File: src/rtl/core/qn_pkg.sv
// Package: widths, payload structs and pipeline sideband types for the quaternion normaliser.
package qn_pkg;

  localparam int CW    = 16;
  localparam int FB    = 14;
  localparam int TOL_W = 16;
  localparam int SW    = 2 * CW + 1;
  localparam int RW    = CW + 1;
  localparam int XW    = 2 * RW;
  localparam int NDW   = CW + FB + 2;
  localparam int DW    = CW + 2;
  localparam int LANES = 4;

  typedef struct packed {
    logic signed [CW-1:0] w_in;
    logic signed [CW-1:0] x_in;
    logic signed [CW-1:0] y_in;
    logic signed [CW-1:0] z_in;
  } in_t;

  typedef struct packed {
    logic        [CW-1:0] norm_out;
    logic signed [CW-1:0] w_out;
    logic signed [CW-1:0] x_out;
    logic signed [CW-1:0] y_out;
    logic signed [CW-1:0] z_out;
    logic                 on_sphere;
    logic                 zero_input;
  } out_t;

  typedef struct packed {
    logic [LANES-1:0][CW-1:0] mag;
    logic [LANES-1:0]         neg;
    logic                     zero;
    logic                     on_sphere;
  } side_t;

  typedef struct packed {
    logic [RW-1:0]    norm;
    logic [LANES-1:0] neg;
    logic             zero;
    logic             on_sphere;
  } tail_t;

endpackage

File: src/rtl/core/qn_square.sv
// One component lane: magnitude, sign and registered square.
module qn_square (
  input  logic                 clk,
  input  logic                 en,
  input  logic [qn_pkg::CW-1:0]   comp,
  output logic [qn_pkg::CW-1:0]   mag,
  output logic                 neg,
  output logic [2*qn_pkg::CW-1:0] sq
);
  import qn_pkg::*;

  logic [CW-1:0] mag_c;

  always_comb begin
    mag_c = comp[CW-1] ? (~comp + 1'b1) : comp;
  end

  always_ff @(posedge clk) begin
    if (en) begin
      mag <= mag_c;
      neg <= comp[CW-1];
      sq  <= (2*CW)'(mag_c) * (2*CW)'(mag_c);
    end
  end
endmodule

File: config.mk
export PLATFORM = sky130hd
export DESIGN_NAME = qn_square
export DESIGN_NICKNAME = d
export VERILOG_FILES = /design/src/rtl/core/qn_pkg.sv /design/src/rtl/core/qn_square.sv
export SDC_FILE = /design/constraint.sdc
export NUM_CORES = 1
export LEC_CHECK = 0
export ABC_AREA = 1
export BUFFER_PORTS_ARGS = -buffer_cell sky130_fd_sc_hd__buf_2
export CAP_MARGIN = 20
export CORE_UTILIZATION = 50
export CTS_CLUSTER_DIAMETER = 80
export DETAILED_ROUTE_END_ITERATION = 16
export GPL_TIMING_DRIVEN = 0
export PLACE_DENSITY = 0.77
export SKIP_LAST_GASP = 1
export SLEW_MARGIN = 20
export SYNTH_ARGS = -nofsm -noshare
export SYNTH_HDL_FRONTEND = slang
export SYNTH_SLANG_ARGS = --single-unit
export TNS_END_PERCENT = 100
File: constraint.sdc
create_clock -name clk -period 10.13 [get_ports clk]
set_input_delay 2.026 -clock clk [delete_from_list [all_inputs] [get_ports clk]]
set_output_delay 2.026 -clock clk [all_outputs]
set_load 0.01 [all_outputs]
Word level (Yosys, flattened, before mapping)
Index checks and enable logic that the tools add are counted.

storage, ports and cells
  register bits = 49
  input port bits = 18
  output and inout bits = 49
  word-level logic and storage cells = 7

operators by class
  add/subtract/negate cells = 1
  multiply operators = 1
  multiplexer cells = 1
  bitwise logic cells = 1

operators by type and width
  cell                                                             number
  16-bit by 16-bit multiplier with 32-bit output                   1
  16-bit by 1-bit adder with 16-bit output, second input constant  1
  16-bit 2-to-1 mux                                                1
  16-bit NOT                                                       1

Depth between registers and ports, before layout
  depth in word-level cells = 4
  gate-level depth with buffers = 36
  mapped depth without buffers = 34

Worst setup path before layout
No wires, ideal clock.

  kind = input -> register
  from = input port comp[0] in the netlist's numbering
  to = register sq[17] in the netlist's numbering, data pin
  library setup time = 0.259 ns
  arrival = 7.822 ns
  required time = 9.871 ns
  path slack = 2.049 ns
  stages = 33
  path buffers = 2
  cell sequence = inv_2 clkbuf_1 ha_1 inv_1 nor2_1 nand3_2 nand2_4 nand2_1 nand2_1 nand2_1 buf_4 inv_2 nor2_1 fa_1 inv_1 fa_1 inv_1 fa_1 inv_1 fa_1 inv_1 fa_1 inv_1 fa_1 inv_1 ha_1 nand2_1 inv_1 a21oi_1 nand3_1 nand2_1 nand2_1 xor2_1

between the ends
  longest elaborated chain between the ends = 4

ends and longest elaborated chain
  item                                            RTL line         RTL
  start, declared                                 qn_square.sv:5   input logic [qn_pkg::CW-1:0] comp,
  16-bit NOT                                      qn_square.sv:15  mag_c = comp[CW-1] ? (~comp + 1'b1) : comp;
  16-bit by 1-bit adder with 16-bit output        qn_square.sv:15
  16-bit 2-to-1 mux                               qn_square.sv:15
  named net mag_c[10]                             qn_square.sv:12  logic [CW-1:0] mag_c;
  16-bit by 16-bit multiplier with 32-bit output  qn_square.sv:22  sq <= (2*CW)'(mag_c) * (2*CW)'(mag_c);
  end signal, assigned                            qn_square.sv:22
  end, declared                                   qn_square.sv:8   output logic [2*qn_pkg::CW-1:0] sq

The timed path passes the listed nets, and every way through them passes these cells.
A chain may end at the register's enable or synchronous reset.

Worst setup path in the final report
  from = input port comp[0] in the netlist's numbering
  to = register sq[31] in the netlist's numbering, data pin

The elaborated chain is that of the path after synthesis.

==> Flow_metrics.wiki <==
{| class="wikitable"
! Metric !! Value
|-
| Status || finished clean
|-
| Resized cells post-CTS || 0
|-
| Drc violations || 0
|-
| Share of layout cells above drive strength 1 || 10.7%
|-
| Number of cells produced by synthesis || 1,227
|-
| Via count of the first global-routing pass || 8,006
|-
| Peak Freq || 0.110 GHz
|-
| Final period demand of the worst path || 9.10 ns
|-
| Detail-routed net length per standard cell || 14.2 um
|-
| CTS root buffer || clkbuf_16
|-
| Total placed cells including tap cells || 1,567
|-
| Initial core utilization || 50.9%
|-
| Via/cell ratio || 4.92
|-
| Maximum clock insertion buffer count || 2
|-
| Top Ports || 67
|-
| Crit path DAT || 9.17 ns
|-
| Post-route setup TNS || 0 ns
|-
| Max-cap violations || 0
|-
| Clock tree from TritonCTS || built
|-
| Detailed placement HPWL || 18.8 mm
|-
| Total congestion overflow || 0
|-
| Worst-margin pin slew || 0.701 ns
|-
| Crit path from || comp[0]
|-
| Number of vias in the routed layout || 7,737
|-
| PortBufs || 65
|-
| Core Footprint || 19,400 um2
|-
| Area of the mapped netlist || 9870 um2
|-
| TritonRoute pass-1 iters || 5
|-
| Global-route wire length before repair || 38.1 mm
|-
| Worst Path Class, Setup || primary input to register
|-
| CP endpoint || sq[31]$_DFFE_PP_
|-
| Avg Synthesized Cell Area || 8.04 um2
|-
| Worst-path cell with the longest stage delay || fa_1
|-
| Final standard cell count with taps included and fillers excluded || 1,574
|-
| Launching element type of the critical path || primary input
|-
| Clock transition time at the flip-flop clock pins of the worst setup and hold paths || 0.07 ns
|-
| Number of levels the H-tree was split into || 2
|-
| Final weighted congestion of routability-driven global placement || 0.903
|-
| Routed wire length || 22.4 mm
|-
| Data required time of the worst path || 10.19 ns
|-
| N_diodes || 0
|-
| Number of clock sinks || 47
|-
| Fraction of the yosys area taken by sequential cells || 14.3%
|-
| Final cell area excluding filler cells || 10,700 um2
|-
| Number of antenna violations at the first check in global routing || 0
|-
| Final #Nets || 1,587
|-
| Number of storage elements in the synthesis netlist || 47
|-
| Area growth syn-to-layout || 8.47%
|-
| Antenna-violating nets left || 0
|-
| Endpoint kind of the worst setup timing path || register
|-
| Post-CTS Setup Bufs || 0
|-
| Number of violations reported at the end of detailed-routing iteration 0 || 434
|-
| Cell row count || 51
|-
| Final setup violation count || 0
|-
| Max-slew headroom at the worst pin || 53.2%
|-
| DIE WIDTH || 142 um
|-
| Fin crit share || 89.9%
|-
| Final hold viol count || 0
|-
| Slowest Stage Delay on Critical Path || 0.57 ns
|-
| Maximum number of pins on one net before global-route repair || 48
|-
| Worst Path Max Fanout || 10
|-
| Count of different cell masters after synthesis || 34
|-
| Number of pins with negative max-slew slack in the final report || 0
|-
| Placed cell areas || 10,600 um2
|-
| Die footprint || 20,300 um2
|-
| Unrepaired setup endpoints after global routing || no
|-
| Die Y || 142 um
|-
| Hold-fix buffers at CTS || 0
|-
| Hold-critical path depth || 1
|-
| Global-route usage over all layers || 24.6%
|-
| Total number of yosys warnings || 0
|-
| Path class of the lowest-slack min-delay path || primary input to register
|-
| Number of CTS-inserted buffers || 5
|}
==> layout make-up <==
| class | instances | area, um2 |
|---|---|---|
| Fill cell | 1765 | 8690 |
| Multi-Input combinational cell | 806 | 6990 |
| Sequential cell | 47 | 1410 |
| Inverter | 364 | 1370 |
| Tap cell | 265 | 332 |
| Timing Repair Buffer | 65 | 328 |
| Buffer | 20 | 134 |
| Clock buffer | 5 | 125 |
| Clock inverter | 2 | 13.8 |
==> how the worst min path moves through the flow <==
stage	from	endpoint	slack [ns]
4_1_cts	comp[15]	neg$_DFFE_PP_	1.90
3_3_place_gp	comp[15]	neg$_DFFE_PP_	2.22
3_5_place_dp	comp[15]	neg$_DFFE_PP_	2.22
5_1_grt	comp[15]	neg$_DFFE_PP_	1.92
6_report	comp[15]	neg$_DFFE_PP_	1.90
2_1_floorplan	comp[0]	mag[0]$_DFFE_PP_	2.12
==> per-layer routing <==
metal  GRT usage, %  wire length (um)
met1           30.1              9080
met2           43.2             11300
met3           3.87              1240
met4           9.85               753
met5              0                 0
==> critical path: cells and delay by family <==
family	cells	cell delay [ns]
buffers and inverters	9	1.50
adder cells (fa/ha/maj)	8	3.74
AND/OR/NAND/NOR	10	1.29
XOR/XNOR	1	0.39
AO/OA/AOI/OAI	1	0.23
==> flip-flops by register name (all words and copies together), names as in the netlist <==
| name | flops |
|---|---|
| sq | 30 |
| mag | 16 |
| neg | 1 |
==> Yosys cell counts <==
master | instances | area, um2
nor2_4 | 5 | 56.3
nand2_2 | 8 | 50.1
xor2_4 | 1 | 27.5
o211ai_1 | 1 | 7.51
nand3_1 | 43 | 215
nor2_2 | 12 | 75.1
o21ai_0 | 5 | 25.0
inv_2 | 16 | 60.1
conb_1 | 2 | 7.51
clkbuf_1 | 4 | 15.0
or2_1 | 2 | 12.5
o21ai_4 | 1 | 16.3
xor2_1 | 15 | 131
buf_6 | 3 | 33.8
nand2_4 | 3 | 33.8
inv_1 | 348 | 1310
fa_1 | 164 | 3280
buf_2 | 5 | 25.0
ha_1 | 96 | 1200
o21ai_1 | 2 | 10.0
a21oi_1 | 21 | 105
buf_4 | 8 | 60.1
a21o_1 | 3 | 22.5
xor2_2 | 2 | 32.5
nor3_1 | 6 | 30.0
nand4_1 | 12 | 75.1
nor2_1 | 91 | 342
nor3_2 | 1 | 10.0
o21bai_1 | 4 | 30.0
nand2_1 | 289 | 1080
edfxtp_1 | 47 | 1410
nand3_2 | 2 | 20.0
xnor2_1 | 4 | 35.0
nand3_4 | 1 | 17.5
==> stage by stage <==
step | utilization [%] | hold slack [ns] | setup slack (ns)
finish | 55.2 | 1.90 | 1.03
global route | 55.2 | 1.92 | 0.609
CTS | 55.2 | 1.90 | 1.08
detailed placement | 54.5 | 2.22 | 0.781
global placement | 54.5 | 2.22 | 0.875
floorplan | - | 2.12 | 2.05
==> kinds of logic (layout without fill, tap and decap cells) <==
| logic type | count (synthesis) | after routing | share of synthesized area (%) |
|---|---|---|---|
| buf+inv | 384 | 456 | 15.2 |
| fa+ha+maj | 260 | 260 | 45.4 |
| compound gates | 37 | 37 | 2.19 |
| simple gates | 475 | 475 | 20.5 |
| xor+xnor | 22 | 22 | 2.29 |
| flops | 47 | 47 | 14.3 |
| other cells | 2 | 12 | 0.0761 |
==> cells in the final DEF (no fill, tap or decap), types with 3 or more instances in the layout <==
cell       count
nand2_2        8
clkbuf_1       4
nor3_1         6
inv_1        348
clkbuf_16      5
nand3_1       43
conb_1        12
nand2_1      289
nand2_4        3
a21o_1         3
a21oi_1       21
ha_1          96
nor2_1        91
buf_2         69
xnor2_1        4
nor2_4         5
buf_6          3
nor2_2        12
xor2_1        15
o21ai_0        5
nand4_1       12
edfxtp_1      47
o21bai_1       4
inv_2         16
fa_1         164
buf_4          9
Power is left out: the tool's default activity adds up to more than one toggle a clock period on the data nets, which glitch-free logic cannot reach.
