## src/rtl/core/qn_pkg.sv

```systemverilog
// Package: widths, payload structs and pipeline sideband types for the quaternion normaliser.
package qn_pkg;

  localparam int CW    = 16;
  localparam int FB    = 14;
  localparam int TOL_W = 16;
  localparam int SW    = 2 * CW + 1;
  localparam int RW    = CW + 1;
  localparam int XW    = 2 * RW;
  localparam int NDW   = CW + FB + 2;
  localparam int DW    = CW + 2;
  localparam int LANES = 4;

  typedef struct packed {
    logic signed [CW-1:0] w_in;
    logic signed [CW-1:0] x_in;
    logic signed [CW-1:0] y_in;
    logic signed [CW-1:0] z_in;
  } in_t;

  typedef struct packed {
    logic        [CW-1:0] norm_out;
    logic signed [CW-1:0] w_out;
    logic signed [CW-1:0] x_out;
    logic signed [CW-1:0] y_out;
    logic signed [CW-1:0] z_out;
    logic                 on_sphere;
    logic                 zero_input;
  } out_t;

  typedef struct packed {
    logic [LANES-1:0][CW-1:0] mag;
    logic [LANES-1:0]         neg;
    logic                     zero;
    logic                     on_sphere;
  } side_t;

  typedef struct packed {
    logic [RW-1:0]    norm;
    logic [LANES-1:0] neg;
    logic             zero;
    logic             on_sphere;
  } tail_t;

endpackage

```

## src/rtl/core/qn_divide.sv

```systemverilog
// One divider lane: pipelined restoring division, one quotient bit per stage.
module qn_divide (
  input  logic                 clk,
  input  logic                 en,
  input  logic [qn_pkg::NDW-1:0]  num,
  input  logic [qn_pkg::DW-1:0]   den,
  output logic [qn_pkg::NDW-1:0]  quo
);
  import qn_pkg::*;

  logic [NDW-1:0] num_s [NDW+1];
  logic [DW-1:0]  den_s [NDW+1];
  logic [DW-1:0]  rem_s [NDW+1];
  logic [NDW-1:0] quo_s [NDW+1];

  assign num_s[0] = num;
  assign den_s[0] = den;
  assign rem_s[0] = '0;
  assign quo_s[0] = '0;

  for (genvar j = 0; j < NDW; j++) begin : g_stage
    logic [DW:0] t;
    logic        ge;

    always_comb begin
      t  = {rem_s[j], num_s[j][NDW-1]};
      ge = (t >= {1'b0, den_s[j]});
    end

    always_ff @(posedge clk) begin
      if (en) begin
        num_s[j+1] <= {num_s[j][NDW-2:0], 1'b0};
        den_s[j+1] <= den_s[j];
        rem_s[j+1] <= ge ? DW'(t - {1'b0, den_s[j]}) : DW'(t);
        quo_s[j+1] <= {quo_s[j][NDW-2:0], ge};
      end
    end
  end

  assign quo = quo_s[NDW];
endmodule

```

## config.mk

```make
export PLATFORM = sky130hd
export DESIGN_NAME = qn_divide
export DESIGN_NICKNAME = d
export VERILOG_FILES = /design/src/rtl/core/qn_pkg.sv /design/src/rtl/core/qn_divide.sv
export SDC_FILE = /design/constraint.sdc
export NUM_CORES = 2
export LEC_CHECK = 0
export BUFFER_PORTS_ARGS = -buffer_cell sky130_fd_sc_hd__buf_2
export CORE_MARGIN = 1
export CORE_UTILIZATION = 64
export CTS_CLUSTER_SIZE = 40
export DETAILED_ROUTE_END_ITERATION = 10
export PLACE_DENSITY = 0.85
export RECOVER_POWER = 25
export SLEW_MARGIN = 20
export SYNTH_ARGS = -nofsm -noshare
export SYNTH_HDL_FRONTEND = slang
export SYNTH_SLANG_ARGS = --single-unit
export TNS_END_PERCENT = 30
```

## constraint.sdc

```tcl
create_clock -name clk -period 3.35 [get_ports clk]
set_input_delay 0.5025 -clock clk [delete_from_list [all_inputs] [get_ports clk]]
set_output_delay 0.5025 -clock clk [all_outputs]
set_load 0.01 [all_outputs]
```

======== Word-level counts from Yosys, hierarchy flattened ========
Cells that the tools add are included.
storage, ports and cells
  flip-flop bits (word level) ............. 2,140
  input port bits ......................... 52
  output and inout bits ................... 32
  word-level logic and storage cells ...... 220
operators by class
  add/subtract/negate cells ............... 31
  order comparisons ....................... 32
  muxes and demuxes ....................... 31
operators with widths
  kind              count
  $ge A19 B18 Y1    31
  $mux W18          30
  $sub A18 B18 Y18  30
  $ge A1 B18 Y1     1
  $sub A1 B18 Y18   1
  $mux W1           1

======== Longest topological paths before layout ========
  depth after elaboration ................. 2
  mapped depth ............................ 12

======== Worst setup path after synthesis ========
Ideal clock, no wire load.
  kind .................................... flip-flop to flip-flop
  from .................................... reg num_s (netlist bit g_stage[15].t[0])
  to ...................................... reg rem_s (netlist bit g_stage[16].t[15]), data pin
  library setup time ...................... 260 ps
  arrival time ............................ 2,730 ps
  setup slack ............................. 361 ps
  cell stages (with the launch flop) ...... 13
  path buffers ............................ 0
  cell sequence ........................... edfxtp_1 > inv_1 > ha_1 > inv_1 > fa_1 > a211oi_1 > nor2_1 > o41a_1 > and2_1 > o41ai_1 > o21ai_0 > xor2_1 > mux2_2
between the ends
  cells in the longest elaborated chain, start to end .. 2
  elaborated cells between the ends (all ways) .. 3
ends and longest elaborated chain
  element                                                    line                              source
  start: declaration                                         qn_divide.sv:11                   logic [NDW-1:0] num_s [NDW+1];
  start signal: indexed assignment                           qn_divide.sv:32                   num_s[j+1] <= {num_s[j][NDW-2:0], 1'b0};
  $sub A18 B18 Y18 / $ge A19 B18 Y1 (equally long branches)  qn_divide.sv:34, qn_divide.sv:27
  $mux W18 *                                                 qn_divide.sv:34                   rem_s[j+1] <= ge ? DW'(t - {1'b0, den_s[j]}) : DW'(t);
  end signal: indexed assignment                             qn_divide.sv:34
  end: declaration                                           qn_divide.sv:13                   logic [DW-1:0] rem_s [NDW+1];
Every way passes the cells marked *; elsewhere a longest branch is shown, timed or not.
A chain may end at the register's enable or synchronous reset.

======== Worst setup path after layout ========
  from .................................... reg den_s[342] (netlist bit)
  to ...................................... reg rem_s (netlist bit g_stage[14].t[13]), data pin
between the ends
  cells in the longest elaborated chain, start to end .. 2
  elaborated cells between the ends (all ways) .. 3
ends and longest elaborated chain
  element                                                    line                              source
  start: declaration                                         qn_divide.sv:12                   logic [DW-1:0] den_s [NDW+1];
  start signal: indexed assignment                           qn_divide.sv:33                   den_s[j+1] <= den_s[j];
  $sub A18 B18 Y18 / $ge A19 B18 Y1 (equally long branches)  qn_divide.sv:34, qn_divide.sv:27
  $mux W18 *                                                 qn_divide.sv:34
Marked as above.

==> impl_metrics.py <==
metrics = {
    "synthesis": {
        "ys_top_cells_by_area": "edfxtp_1 (65%), ha_1 (7.1%), mux2_2 (3.5%), inv_1 (2.6%), a21oi_1 (2.5%)",
        "yosys_warnings": 0,
        "synth_edf_count": 2140,
        "synth_area_leader_cell": "edfxtp_1",
        "syn_avg_cell_area_sq_um": 13.8,
        "syn-num-nets": 7777,
        "synth_cells": 7135,
        "synthFlopType": "edfxtp_1",
        "synth_top_area_share_pct": 65.1,
        "netlist_area_sq_mm": 0.0987,
        "synth_common_cells": "edfxtp_1 (2,140), inv_1 (672), ha_1 (560)",
        "yosys.cell_count.top_type": "edfxtp_1",
        "ys_seq_elements": 2140,
        "async_reset_ff_share_pct": 0,
        "ys_seq_area_share_pct": 65.1,
        "ys_types": 93,
    },
    "global_routing": {
        "grt_pass1_vias": 56300,
        "grt_pass1_wl_microns": 303000,
        "antenna_found_initial": 0,
        "grtUsageTotal_pct": 24.5,
        "grt-ovfl-total": 0,
        "grt_max_degree": 136,
    },
    "placement": {
        "pre_cts_slack_ps": 34.2,
        "gp_routability_congestion": 0.936,
        "portBuffers": 83,
        "detailed_place_hpwl_microns": 132000,
    },
    "timing": {
        "hold_viol_final": 0,
        "worst_slack_ps": 83.2,
        "maxSlewViolCount": 54,
        "setup_viol_count_final": 0,
        "rsz0062_at_grt": "yes",
        "tightest_slew_ps": 2740,
        "fin_crit_sh_pct": 97.5,
        "fin_tns_setup_ps": 0,
        "timing.fmax_mhz": 306,
        "period_minus_slack_ps": 3270,
        "final.setup_skew_ps": 26.7,
        "maxSlewHeadroom_pct": -82.8,
    },
    "worst_setup_path": {
        "crit_family": "compound AO/OA/AOI/OAI gates",
        "endpoint": "g_stage[14].t[13]",
        "critPathLaunchType": "register",
        "rr_worst_depth": 11,
        "reg2reg_to": "g_stage[14].t[13]",
        "cpMaxStageDelayCell": "edfxtp_1",
        "critPathBufInv": 1,
        "rrSetupSlack_ps": 80,
        "cp_max_fo": 3,
        "startpoint": "den_s[342]",
        "cp.arrival_ps": 3820,
        "cp.depth": 11,
        "worstPathCellList": "ha_1 > inv_1 > fa_1 > a21oi_1 > o22ai_1 > or3_1 > a31oi_2 > o21bai_1 > a21oi_1 > xnor2_1 > mux2_2",
        "worstSetupEndpointType": "register",
        "crit_type": "reg2reg",
        "rr_startpoint": "den_s[342]",
        "worst_ep_required_time_ps": 3900,
        "cpPeakStageDelay_ps": 590,
        "path_common_cell": "a21oi_1",
    },
    "die": {
        "core_sq_mm": 0.152,
        "io_pins": 84,
        "die_area_sq_mm": 0.156,
        "die_y_microns": 395,
        "start_util_pct": 64.7,
        "dieWidth_microns": 395,
        "rows": 143,
    },
    "clock_network": {
        "cts_max_path_buffers": 3,
        "cts_tree": "yes",
        "numCtsBuffers": 207,
        "path_clk_slew_ps": 70,
        "cts.htree.levels": 4,
        "clkLatencyLatePin_ps": 820,
        "clock_sinks": 2140,
        "cts_root_buf": "clkbuf_16",
    },
    "pwr": {
        "p_per_area_mw_per_mm2": 916,
        "irDropWorstVdd_v": 0.000634,
        "leakagePower_nw": 42.3,
        "power_mw": 101,
    },
    "routing": {
        "routed_wl_microns": 191000,
        "first_iter_violations": 4741,
        "drt-pass1-iter-count": 6,
        "drc": 0,
        "viasPerCell": 5.91,
        "postRouteAntennaNets": 0,
        "num_vias": 57500,
        "wl_per_cell_microns": 19.7,
    },
    "finish": {
        "insertedDiodeCount": 0,
        "nNetsFinal": 8150,
        "post-route-util_pct": 72.3,
        "synthToLayoutAreaGrowth_pct": 11.7,
        "register_area_sq_mm": 0.0643,
        "multi_input_area_sq_mm": 0.0313,
        "drive_above_1_share_pct": 12.5,
        "n_fill_cell": 9736,
    },
    "run": {
        "maxCapViolCount": 1,
    },
    "outcome": {
        "status": "complete, but fails checks",
        "violations": "max-capacitance violations, max-slew violations",
    },
    "worst_hold_path": {
        "min_path_type": "in2reg",
    },
}
## per-layer routing
layer / GRT usage [%] / up-vias / wire, microns
met5: 0 / - / 0
met4: 7.59 / 0 / 5680
met3: 3.28 / 379 / 10600
met2: 39.9 / 1922 / 91000
met1: 34.5 / 27800 / 84100
li1: - / 27300 / -
## cells by family (layout without fill, tap and decap cells)
kind of cell	after synthesis	after routing	share of synthesized area (%)
simple gates	1296	1296	6.29
mux	361	361	4.16
buf+inv	818	1369	3.38
flops	2140	2140	65.1
fa+ha+maj	590	590	7.71
compound gates	1542	1542	9.92
xor+xnor	388	388	3.44
## layout make-up
| class | count | share of cell area, % |
|---|---|---|
| repair buffers | 310 | 2.52 |
| flip-flops and latches | 2140 | 58.3 |
| well taps | 2030 | 2.30 |
| multi-input cells | 4177 | 28.3 |
| clock buffers | 242 | 4.87 |
| clock inverters | 145 | 1.39 |
| inverters | 672 | 2.29 |
## how the worst min path moves through the flow
stage | cells past startpoint | from | endpoint
2_1_floorplan | 0 | num_s[766] | g_stage[10].t[0]
3_3_place_gp | 0 | quo_s[651] | quo_s[620]
3_5_place_dp | 0 | num_s[574] | g_stage[16].t[0]
4_1_cts | 3 | num[31] | g_stage[1].t[1]
5_1_grt | 3 | num[31] | g_stage[1].t[1]
6_report | 3 | num[31] | g_stage[1].t[1]
## sequential cells by signal, indices dropped and copies added (netlist names)
signal,count
g_stage.t,589
den_s,558
quo_s,496
num_s,465
quo,32
## timing repair
item                                    CTS  global route
gates resized for setup                   0            18
setup buffers                             0             0
hold endpoints to repair                 49             0
hold buffers                             49             0
endpoints found under the setup margin    0            63
## per-stage QoR
step                      area, sq um  cells  hold WS [ps]
final                          110000   9716          74.7
after global placement         103000   9280           400
after detailed placement       103000   9280           405
after global routing           110000   9716          53.1
after CTS                      110000   9716          35.5
after floorplan                 98700   7135           400
## worst reg2reg max path: cells and delay by family (launching register included)
| kind | cells | cell delay, ps |
|---|---|---|
| AO/OA/AOI/OAI | 5 | 940 |
| XOR/XNOR | 1 | 80 |
| adder cells (fa/ha/maj) | 2 | 680 |
| buffers and inverters | 1 | 70 |
| flip-flops | 1 | 590 |
| multiplexers | 1 | 270 |
| AND/OR/NAND/NOR | 1 | 380 |
## where the power goes
part | internal [mW] | switching, mW | leakage (nW)
Combinational | 17.5 | 20.3 | 18.1
Clock | 13.3 | 10.1 | 3.33
Sequential | 36.8 | 3.12 | 20.9
Total | 67.5 | 33.5 | 42.3
## placed cells by master, fill, tap and decap left out, types with 128 or more instances in the layout
master,n
a21o_1,148
a21oi_1,498
buf_4,132
clkbuf_16,210
edfxtp_1,2140
ha_1,560
inv_1,672
mux2_2,306
nand2_1,235
nor2_1,493
o21a_1,128
o21ai_0,314
xnor2_1,242
xor2_1,146
No activity file was read; power rests on OpenSTA's default activity.
