## src/rtl/core/qn_pkg.sv

```systemverilog
// Package: widths, payload structs and pipeline sideband types for the quaternion normaliser.
package qn_pkg;

  localparam int CW    = 16;
  localparam int FB    = 14;
  localparam int TOL_W = 16;
  localparam int SW    = 2 * CW + 1;
  localparam int RW    = CW + 1;
  localparam int XW    = 2 * RW;
  localparam int NDW   = CW + FB + 2;
  localparam int DW    = CW + 2;
  localparam int LANES = 4;

  typedef struct packed {
    logic signed [CW-1:0] w_in;
    logic signed [CW-1:0] x_in;
    logic signed [CW-1:0] y_in;
    logic signed [CW-1:0] z_in;
  } in_t;

  typedef struct packed {
    logic        [CW-1:0] norm_out;
    logic signed [CW-1:0] w_out;
    logic signed [CW-1:0] x_out;
    logic signed [CW-1:0] y_out;
    logic signed [CW-1:0] z_out;
    logic                 on_sphere;
    logic                 zero_input;
  } out_t;

  typedef struct packed {
    logic [LANES-1:0][CW-1:0] mag;
    logic [LANES-1:0]         neg;
    logic                     zero;
    logic                     on_sphere;
  } side_t;

  typedef struct packed {
    logic [RW-1:0]    norm;
    logic [LANES-1:0] neg;
    logic             zero;
    logic             on_sphere;
  } tail_t;

endpackage

```

## src/rtl/core/qn_sqrt.sv

```systemverilog
// Pipelined restoring square root, one root bit per stage, with remainder.
module qn_sqrt (
  input  logic                 clk,
  input  logic                 en,
  input  logic [qn_pkg::XW-1:0]   x,
  output logic [qn_pkg::RW-1:0]   root,
  output logic [qn_pkg::RW+1:0]   rem
);
  import qn_pkg::*;

  logic [XW-1:0] x_s    [RW+1];
  logic [RW+1:0] rem_s  [RW+1];
  logic [RW-1:0] root_s [RW+1];

  assign x_s[0]    = x;
  assign rem_s[0]  = '0;
  assign root_s[0] = '0;

  for (genvar j = 0; j < RW; j++) begin : g_stage
    logic [RW+3:0] t;
    logic [RW+3:0] trial;
    logic          ge;

    always_comb begin
      t     = {rem_s[j], x_s[j][XW-1:XW-2]};
      trial = {2'b00, root_s[j], 2'b01};
      ge    = (t >= trial);
    end

    always_ff @(posedge clk) begin
      if (en) begin
        x_s[j+1]    <= {x_s[j][XW-3:0], 2'b00};
        rem_s[j+1]  <= ge ? (RW+2)'(t - trial) : (RW+2)'(t);
        root_s[j+1] <= {root_s[j][RW-2:0], ge};
      end
    end
  end

  assign root = root_s[RW];
  assign rem  = rem_s[RW];
endmodule

```

## config.mk

```make
export PLATFORM = sky130hd
export DESIGN_NAME = qn_sqrt
export DESIGN_NICKNAME = d
export VERILOG_FILES = /design/src/rtl/core/qn_pkg.sv /design/src/rtl/core/qn_sqrt.sv
export SDC_FILE = /design/constraint.sdc
export NUM_CORES = 1
export LEC_CHECK = 0
export CORE_MARGIN = 4
export CORE_UTILIZATION = 60
export DETAILED_ROUTE_END_ITERATION = 16
export DONT_BUFFER_PORTS = 1
export PLACE_DENSITY = 0.78
export SLEW_MARGIN = 20
export SYNTH_ARGS = -nofsm -noshare
export SYNTH_HDL_FRONTEND = slang
export SYNTH_SLANG_ARGS = --single-unit
```

## constraint.sdc

```tcl
create_clock -name clk -period 4.4 [get_ports clk]
set_input_delay 0.66 -clock clk [delete_from_list [all_inputs] [get_ports clk]]
set_output_delay 0.66 -clock clk [all_outputs]
set_load 0.02 [all_outputs]
```

# After elaboration in Yosys (flattened, before gate mapping)
# Index checks and enable logic that the tools add are counted.
[word_totals]
reg_bits = 732
in_bits = 36
out_inout_bits = 36
[op_classes]
add_sub_neg = 17
order_cmp = 17
muxes = 17
[op_table]
columns = ["op", "n"]
rows = [
  ["$mux 19", 16],
  ["$ge 21x10->1", 1],
  ["$ge 21x11->1", 1],
  ["$ge 21x12->1", 1],
  ["$ge 21x13->1", 1],
  ["$ge 21x14->1", 1],
  ["$ge 21x15->1", 1],
  ["$ge 21x16->1", 1],
  ["$ge 21x17->1", 1],
  ["$ge 21x18->1", 1],
  ["$ge 21x3->1", 1],
  ["$ge 21x4->1", 1],
  ["$ge 21x5->1", 1],
  ["$ge 21x6->1", 1],
  ["$ge 21x7->1", 1],
  ["$ge 21x8->1", 1],
  ["$ge 21x9->1", 1],
  ["$sub 19x10->19", 1],
  ["$sub 19x11->19", 1],
  ["$sub 19x12->19", 1],
  ["$sub 19x13->19", 1],
  ["$sub 19x14->19", 1],
  ["$sub 19x15->19", 1],
  ["$sub 19x16->19", 1],
  ["12 further kinds", 12],
]

# Longest topological paths before layout
# Gate-level depths: netlist of the first run.
[depth]
word_depth = 2
ltp_mapped = 12
ltp_nobuf = 10

# Worst setup path after synthesis of the first run
# OpenSTA, ideal clock, no wires.
[synth_timing]
kind = "flip-flop to flip-flop"
start = "register rem_s (netlist bit g_stage[16].t[16])"
end = "register rem_s (netlist bit rem[11]), data pin"
t_arrival_ps = 2555
t_required_ps = 4140
setup_slack_ps = 1586
stages_incl_launch_ff = 10
path_buffers = 1
path_cell_list = "edfxtp_1 -> ha_1 -> clkbuf_1 -> nand4_1 -> or4_1 -> o21ai_0 -> a211o_1 -> a31oi_2 -> clkinv_1 -> mux2_2"
[synth_via]
elab_chain_len = 2
[synth_lines]
columns = ["element", "line_no", "rtl"]
rows = [
  ["from (decl)", "qn_sqrt.sv:12", "logic [RW+1:0] rem_s [RW+1];"],
  ["from (signal, indexed assignment)", "qn_sqrt.sv:33", "rem_s[j+1] <= ge ? (RW+2)'(t - trial) : (RW+2)'(t);"],
  ["$ge 21x18->1", "qn_sqrt.sv:27", "ge = (t >= trial);"],
  ["named net g_stage[16].ge", "qn_sqrt.sv:22", "logic ge;"],
  ["$mux 19", "qn_sqrt.sv:33", ""],
]
# The timed path passes the listed nets, and every way through them passes these cells.
# A chain may end at the register's enable or synchronous reset.

# Final worst setup path of the first run
[layout_timing]
start = "register rem_s (netlist bit g_stage[6].t[12])"
end = "register rem_s (netlist bit g_stage[7].t[14]), data pin"
[layout_via]
elab_chain_len = 2
elab_cells_between_ends = 3
cone_classes = "add/sub: 1; order compare: 1; mux: 1"
[layout_lines]
columns = ["element", "line_no"]
rows = [
  ["$sub 19x8->19 or $ge 21x8->1 (tied branches)", "qn_sqrt.sv:33, qn_sqrt.sv:27"],
  ["$mux 19 (*)", "qn_sqrt.sv:33"],
]
# Every way passes the cells marked *; elsewhere a longest branch is shown, timed or not.

==> results of run 1 <==
area by class of cell:
type / instances / share of cell area [%]
flip-flops and latches: 726 / 58.6
multi-input cells: 1610 / 29.8
clock buffers: 91 / 5.26
well taps: 748 / 2.51
inverters: 216 / 2.18
clock inverters: 51 / 1.47
repair buffers: 9 / 0.192
report_power, final:
part | switching, mW | internal (mW)
Clock | 2.64 | 3.64
Combinational | 1.51 | 1.20
Sequential | 0.564 | 8.64
Total | 4.71 | 13.5
per-layer routing:
| metal | vias to the layer above | routed length, um | track usage [%] |
|---|---|---|---|
| li1 | 9719 | - | - |
| met1 | 9721 | 26500 | 27.4 |
| met2 | 521 | 30100 | 34.5 |
| met3 | 132 | 2800 | 3.29 |
| met4 | 0 | 1600 | 6.01 |
| met5 | - | 0 | 0 |
cells in the final DEF (no fill, tap or decap), types with 10 or more instances in the layout:
cell type  instances
ha_1             173
xor2_1           105
nor2b_1           22
o21a_1            28
or4_1             16
a211oi_1          10
nor4_1            26
clkbuf_16         76
clkinv_1          17
a31oi_1           10
and3_1            16
mux2_2            29
nor3_1            68
clkinv_2          19
nand3_1           39
nand2_1          170
or2_2             13
inv_1            213
clkbuf_1          15
a2111oi_0         10
a21o_1            48
nand4_1           24
nor2_1           161
nand3b_1          12
xnor2_1          121
edfxtp_1         726
nand2b_1          31
o31ai_1           15
a21oi_1          157
o21bai_1          13
or3_1             22
o21ai_0          136
o211ai_1          13
critical path, stage by stage, from the launching register on:
cell and delay (ns):
edfxtp_1 0.42, or4_1 0.59, nor3_1 0.50, a41oi_1 0.24
nand3b_2 0.36, nor3b_1 0.72, nand3b_1 0.19, xnor2_1 0.17
flip-flops by register name (all words and copies together) (netlist names):
| register | count |
|---|---|
| g_stage.trial | 136 |
| rem | 19 |
| root | 17 |
| x_s | 240 |
| g_stage.t | 314 |
cells by family after synthesis:
group | after synthesis
DFF | 726
and+or+nand+nor | 652
AOI/OAI and AO/OA | 522
buffers and inverters | 257
xor gates and xnor gates | 226
adders and majority gates | 173
muxes | 36
other | 1
cell usage after synthesis (24+ instances only):
cell type and n:
edfxtp_1 726, inv_1 213, ha_1 173, nand2_1 170, nor2_1 161, a21oi_1 158
o21ai_0 136, xnor2_1 121, xor2_1 105, nor3_1 68, a21o_1 48, nand3_1 39
clkbuf_1 37, nand2b_1 31, mux2_2 29, o21a_1 28, nor4_1 26, nand4_1 24
worst max-delay path by stage:
stage | from | to | slack [ns]
6_report | g_stage[6].t[12] | g_stage[7].t[14] | 0.97
5_1_grt | g_stage[15].t[3] | g_stage[16].t[17] | 0.73
3_3_place_gp | g_stage[15].t[3] | g_stage[16].t[6] | 1.17
4_1_cts | g_stage[6].t[12] | g_stage[7].t[14] | 1.0
2_1_floorplan | g_stage[16].t[16] | rem[11] | 1.59
3_5_place_dp | g_stage[6].t[12] | g_stage[7].t[14] | 1.02
==> reports/results.tsv, run 1 <==
metric	value	unit
synth-compound-area-share	9.73	%
cp.required	4.77	ns
drive_gt1_share	6.81	%
via_per_inst	5.82	
total_power	18.2	mW
hp-start	x[31]	
routed_wl	61.0	mm
multi_input_area	0.0111	mm^2
grt_remaining_overflow	0	
grt_max_degree	727	
drv_cap	0	
finalHoldViolCount	0	
critPathKind	register to register	
cp-start-kind	register	
synthesis.nets	2802	
synthToLayoutAreaGrowth	10.0	%
synth-simple-area-share	9.53	%
r2r_end	g_stage[7].t[14]	
r2r_start	g_stage[6].t[12]	
synth_top_family_by_area	compound AO/OA/AOI/OAI gates	
port_buffers	0	
post-dp-hpwl	41.8	mm
vias	20100	
powerDensity	489	mW/mm^2
min_period_over_period	77.9	%
die_width	245	um
fp.coreArea	0.0554	mm^2
drcViolationCount	0	
r2r_cells	7	
die_area	0.0603	mm^2
cts_made_buffers	76	
setup_viol	0	
filler_cell_count	3859	
rsz0062_at_grt	no	
synth_top_area_cell	edfxtp_1	
first_iter_violations	1838	
place.gp.congestion	0.878	
clk_pin_slew	0.06	ns
placementRows	86	
pre_cts_slack	1.02	ns
fin_ws	0.972	ns
synthCells	2593	
maxSlewViolCount	272	
violations	max-slew violations	
syn-cell-area	0.0338	mm^2
power.leakage	14.2	nW
antenna_found_initial	0	
ys_types	77	
synth_xor_area_share	5.85	%
clock-root-buffer	clkbuf_16	
whs	0.127	ns
synth.top_cell.area_share	64.4	%
instances_no_fill	3451	
cts_setup_buffers	0	
antenna-diode-count	0	
finish.net_count	2848	
slew-limit-headroom	-13.8	%
final_util	67.2	%
yosysWarnings	0	
arrival	3.80	ns
hold_class	primary input to register	
io_pins	72	
ys_ff_latch	726	
r2r_slack	0.97	ns
cts_hold_buf	0	
clk_path_buf_depth	3	
numPlacedInstances	3308	
cts_tree	yes	
ant_nets	0	
drt_first_pass_iters	6	
placed_area	0.0347	mm^2
ir_drop	0.000418	V
grt_pass1_wl	100	mm
die_height	245	um
cts_resized	0	
worstMarginPinSlew	1.71	ns
clkLatencyLatePin	0.62	ns
htree_num_levels	3	
muxShareOfSynthArea	1.17	%
ys_seq_area_share	64.4	%
whs_endpoint	g_stage[1].t[1]	
seqCellArea	0.0218	mm^2
max_freq	0.292	GHz
path_max_fanout	18	
cts.sinks	726	
synth_edf_count	726	
initial_core_util	61.1	%
hold_depth	0	
grt_pass1_vias	19900	
routedWlPerCell	17.7	um
fin_area	0.0372	mm^2
fin_crit	3.43	ns
status	finished, violations left	
setup_tns	0	ns
postSynthAreaPerCell	13.0	um^2
fin_skew	0.0404	ns
async_flop_share	0	%
yosys-top-cells-area	edfxtp_1 (64%), ha_1 (6.4%), xnor2_1 (3.1%)	
track_usage	20.3	%
synthAdderAreaFrac	6.40	%
yosys_most_used_dff	edfxtp_1	
cp-end-kind	register	
Power figures use the tool's default switching activity.
==> run 2, diff against run 1 <==
==> constraint.sdc (replaced) <==
create_clock -name clk -period 3.5 [get_ports clk]
set_input_delay 0.525 -clock clk [delete_from_list [all_inputs] [get_ports clk]]
set_output_delay 0.525 -clock clk [all_outputs]
set_load 0.02 [all_outputs]
==> reports/results.tsv, run 2 (synthesized netlist as in run 1, its figures left out) <==
metric	value	unit	change
r2r_cells	8		+1
antenna_found_initial	0		unchanged
worstMarginPinSlew	2.10	ns	+0.392 ns
cp-start-kind	register		
fin_area	0.0377	mm^2	+1.2%
numPlacedInstances	3322		+0.42%
synthToLayoutAreaGrowth	11.3	%	
ir_drop	0.000489	V	+17%
largest_reg_flops	314		unchanged
grt_pass1_wl	102	mm	+1.9%
max_freq	0.311	GHz	+6.7%
cp-endpoint	g_stage[6].t[13]		
final_util	67.9	%	+0.79 points
r2r_end	g_stage[6].t[13]		
cts_tree	yes		
die_width	245	um	unchanged
cts_resized	0		unchanged
cts_hold_buf	32		+32
fp.coreArea	0.0554	mm^2	unchanged
powerDensity	611	mW/mm^2	+25%
io_pins	72		unchanged
violations	max-slew violations		
maxSlewViolCount	354		+30%
port_buffers	0		unchanged
cts.sinks	726		unchanged
clock-root-buffer	clkbuf_16		
drcViolationCount	0		unchanged
placementRows	86		unchanged
r2r_slack	0.29	ns	-0.69 ns
grt_pass1_vias	20100		+1.3%
path_max_fanout	10		-8
via_per_inst	5.82		about the same
finish.net_count	2893		+1.6%
post-dp-hpwl	42.3	mm	+1.3%
mostFrequentLayoutCells	edfxtp_1 (726), inv_1 (213), ha_1 (173)		
cts_setup_buffers	0		unchanged
filler_cell_count	3811		-1.2%
first_iter_violations	1831		-0.38%
setup_tns	0	ns	unchanged
antenna-diode-count	0		unchanged
initial_core_util	61.1	%	unchanged
setup_viol	0		unchanged
fin_skew	0.0213	ns	-0.0190 ns
drive_gt1_share	7.36	%	+0.55 points
clk_path_buf_depth	3		unchanged
placed_area	0.0348	mm^2	+0.34%
routedWlPerCell	17.8	um	+1.1%
fin_crit	3.21	ns	-0.215 ns
arrival	3.60	ns	-0.20 ns
critPathKind	register to register		
hold_class	primary input to register		
vias	20300		+1.1%
ant_nets	0		unchanged
clkLatencyLatePin	0.63	ns	about the same
drt_first_pass_iters	6		unchanged
grt_max_degree	727		unchanged
r2r_start	g_stage[5].t[14]		
instances_no_fill	3493		+1.2%
layout_commonest_cell	edfxtp_1		
cts_made_buffers	75		-1.3%
hold_depth	1		+1
slew-limit-headroom	-39.9	%	-26 points
whs	0.0727	ns	-0.0543 ns
startpoint	g_stage[5].t[14]		
rsz0062_at_grt	no		
htree_num_levels	3		unchanged
power.leakage	14.4	nW	+1.4%
grt_remaining_overflow	0		unchanged
drv_cap	0		unchanged
min_period_over_period	91.8	%	+14 points
cp.required	3.89	ns	-0.88 ns
die_height	245	um	unchanged
place.gp.congestion	0.873		-0.52%
die_area	0.0603	mm^2	unchanged
cp-end-kind	register		
routed_wl	62.4	mm	+2.3%
clk_pin_slew	0.06	ns	about the same
finalHoldViolCount	0		unchanged
track_usage	20.8	%	+0.49 points
status	finished, violations left		
[run 2: worst min path at each step]
stage                        start                  end
after CTS                       en             x_s[549]
after global routing            en             x_s[517]
after floorplan           x_s[302]     g_stage[10].t[0]
after global placement    x_s[422]             x_s[390]
after detailed placement  x_s[371]      g_stage[8].t[1]
final                        x[33]  g_stage[1].trial[2]
[run 2: through the flow]
| stage | setup slack (ns) | power, mW |
|---|---|---|
| floorplan | 0.686 | 14.2 |
| global placement | 0.474 | 15.0 |
| detailed placement | 0.321 | 15.1 |
| CTS | 0.298 | 23.1 |
| global route | 0.0726 | 24.1 |
| finish | 0.287 | 23.0 |
[run 2: metal layers]
layer	vias to the layer above	part of all wire (%)	GRT usage (%)
li1	9814	-	-
met5	-	0	0
met1	9855	43	27.9
met3	127	4.8	3.88
met4	0	2.6	5.87
met2	525	50	35.3
[run 2: area by class of cell]
cell class                      instances  area (um^2)  area share, %
Inverter                              216          811           2.15
Sequential cell                       726        21800           57.9
Multi-Input combinational cell       1610        11100           29.4
Clock inverter                         53          601           1.59
Clock buffer                           85         1910           5.08
Tap cell                              748          936           2.49
Timing Repair Buffer                   55          508           1.35
[run 2: report_power, final]
part,internal (mW),switching (mW)
clock network,4.61,3.35
logic,1.55,1.93
registers,10.9,0.713
[run 2: worst max-delay path, cell delays in order, from the launching register on]
cell,delay (ns)
edfxtp_1,0.45
or4_2,0.72
nor3_1,0.23
o31ai_2,0.15
nor3_2,0.28
and2_1,0.38
clkinv_1,0.33
and2_1,0.26
a22o_1,0.18
==> run 3, diff against run 2 <==
==> constraint.sdc (replaced) <==
create_clock -name clk -period 4.2 [get_ports clk]
set_input_delay 0.63 -clock clk [delete_from_list [all_inputs] [get_ports clk]]
set_output_delay 0.63 -clock clk [all_outputs]
set_load 0.02 [all_outputs]
==> reports/results.tsv, run 3 (synthesized netlist as in run 1, its figures left out) <==
metric	value	unit	change
slew-limit-headroom	-19.3	%	+21 points
clk_pin_slew	0.06	ns	about the same
total_power	19.4	mW	-16%
fp.coreArea	0.0554	mm^2	unchanged
die_area	0.0603	mm^2	unchanged
r2r_end	g_stage[7].t[14]		
grt_pass1_vias	19800		-1.5%
antenna_found_initial	1		+1
antenna-diode-count	0		unchanged
drive_gt1_share	7.13	%	-0.23 points
maxSlewViolCount	557		+57%
initial_core_util	61.1	%	unchanged
power.leakage	14.3	nW	-0.95%
synthToLayoutAreaGrowth	10.4	%	
via_per_inst	5.82		about the same
path_max_fanout	18		+8
worstMarginPinSlew	1.79	ns	-0.310 ns
r2r_start	g_stage[6].t[12]		
die_width	245	um	unchanged
powerDensity	519	mW/mm^2	-15%
largest_reg_flops	314		unchanged
cts_setup_buffers	0		unchanged
fin_ws	0.847	ns	+0.560 ns
mostFrequentLayoutCells	edfxtp_1 (726), inv_1 (213), ha_1 (173)		
cts_made_buffers	77		+2.7%
grt_max_degree	727		unchanged
io_pins	72		unchanged
clock-root-buffer	clkbuf_16		
routedWlPerCell	17.7	um	-0.96%
htree_num_levels	3		unchanged
pre_cts_slack	0.744	ns	+0.423 ns
clk_path_buf_depth	3		unchanged
setup_viol	0		unchanged
place.gp.congestion	0.907		+3.8%
drv_cap	0		unchanged
post-dp-hpwl	41.8	mm	-1.2%
critPathKind	register to register		
grt_remaining_overflow	0		unchanged
max_freq	0.298	GHz	-4.2%
hold_depth	0		-1
cts_hold_buf	0		-100%
ir_drop	0.000450	V	-8.0%
first_iter_violations	1796		-1.9%
layout_commonest_cell	edfxtp_1		
cp-start-kind	register		
rsz0062_at_grt	no		
setup_tns	0	ns	unchanged
finalHoldViolCount	0		unchanged
r2r_cells	7		-1
drt_first_pass_iters	5		-1
ant_nets	0		unchanged
clkLatencyLatePin	0.62	ns	about the same
hold_class	primary input to register		
port_buffers	0		unchanged
hp-start	x[27]		
vias	20100		-0.98%
r2r_slack	0.85	ns	+0.56 ns
finish.net_count	2854		-1.3%
cp-end-kind	register		
min_period_over_period	79.8	%	-12 points
track_usage	20.3	%	-0.54 points
cts.sinks	726		unchanged
placementRows	86		unchanged
fin_crit	3.35	ns	+0.140 ns
violations	max-slew violations		
die_height	245	um	unchanged
cts_resized	0		unchanged
whs	0.103	ns	+0.0303 ns
whs_endpoint	x_s[573]		
routed_wl	61.1	mm	-2.0%
status	finished, violations left		
cp.required	4.56	ns	+0.67 ns
filler_cell_count	3772		-1.0%
arrival	3.72	ns	+0.12 ns
fin_skew	0.0242	ns	+0.00282 ns
grt_pass1_wl	100	mm	-1.8%
drcViolationCount	0		unchanged
cts_tree	yes		
-- run 3: how the worst max path moves through the flow --
stage	to	cells after the start	startpoint	slack, ns
after floorplan	rem[11]	9	g_stage[16].t[16]	1.39
after global placement	g_stage[16].t[9]	7	g_stage[15].t[3]	0.95
after detailed placement	g_stage[16].t[10]	7	g_stage[15].t[3]	0.74
after CTS	g_stage[16].t[17]	7	g_stage[15].t[3]	0.71
after global routing	g_stage[7].t[14]	7	g_stage[6].t[12]	0.68
final	g_stage[7].t[14]	7	g_stage[6].t[12]	0.85
-- run 3: where the power goes --
part / total, mW / internal, mW / switching [mW]
Sequential: 9.65 / 9.06 / 0.594
Combinational: 2.86 / 1.26 / 1.59
Clock: 6.90 / 4.09 / 2.80
-- run 3: final cells by class --
| type | count | area, um^2 | area share (%) |
|---|---|---|---|
| clock inverter | 57 | 671 | 1.79 |
| sequential | 726 | 21800 | 58.3 |
| clock buffer | 85 | 1960 | 5.24 |
| multi-input combinational | 1610 | 11100 | 29.7 |
| inverter | 216 | 811 | 2.17 |
| tap | 748 | 936 | 2.50 |
| timing repair buffer | 14 | 105 | 0.281 |
-- run 3: per-layer routing --
layer	vias up	wire length [um]	track usage, %
met4	0	1640	6.17
met3	117	2740	3.26
li1	9741	-	-
met1	9734	26700	27.6
met5	-	0	0
met2	530	30000	34.1
-- run 3: critical path, stage by stage, from the launching register on --
cell and delay [ns]:
edfxtp_1 0.41, or4_1 0.60, nor3_1 0.47, a41oi_1 0.23, nand3b_2 0.36, nor3b_1 0.65
nand3b_1 0.20, xnor2_1 0.17
-- run 3: per-stage QoR --
step	area [um^2]	utilization, %	instances
final	37400	67.4	3456
after global routing	37400	67.4	3456
after CTS	37400	67.4	3456
after detailed placement	34700	62.7	3314
after global placement	34700	62.7	3314
after floorplan	33800	-	2593
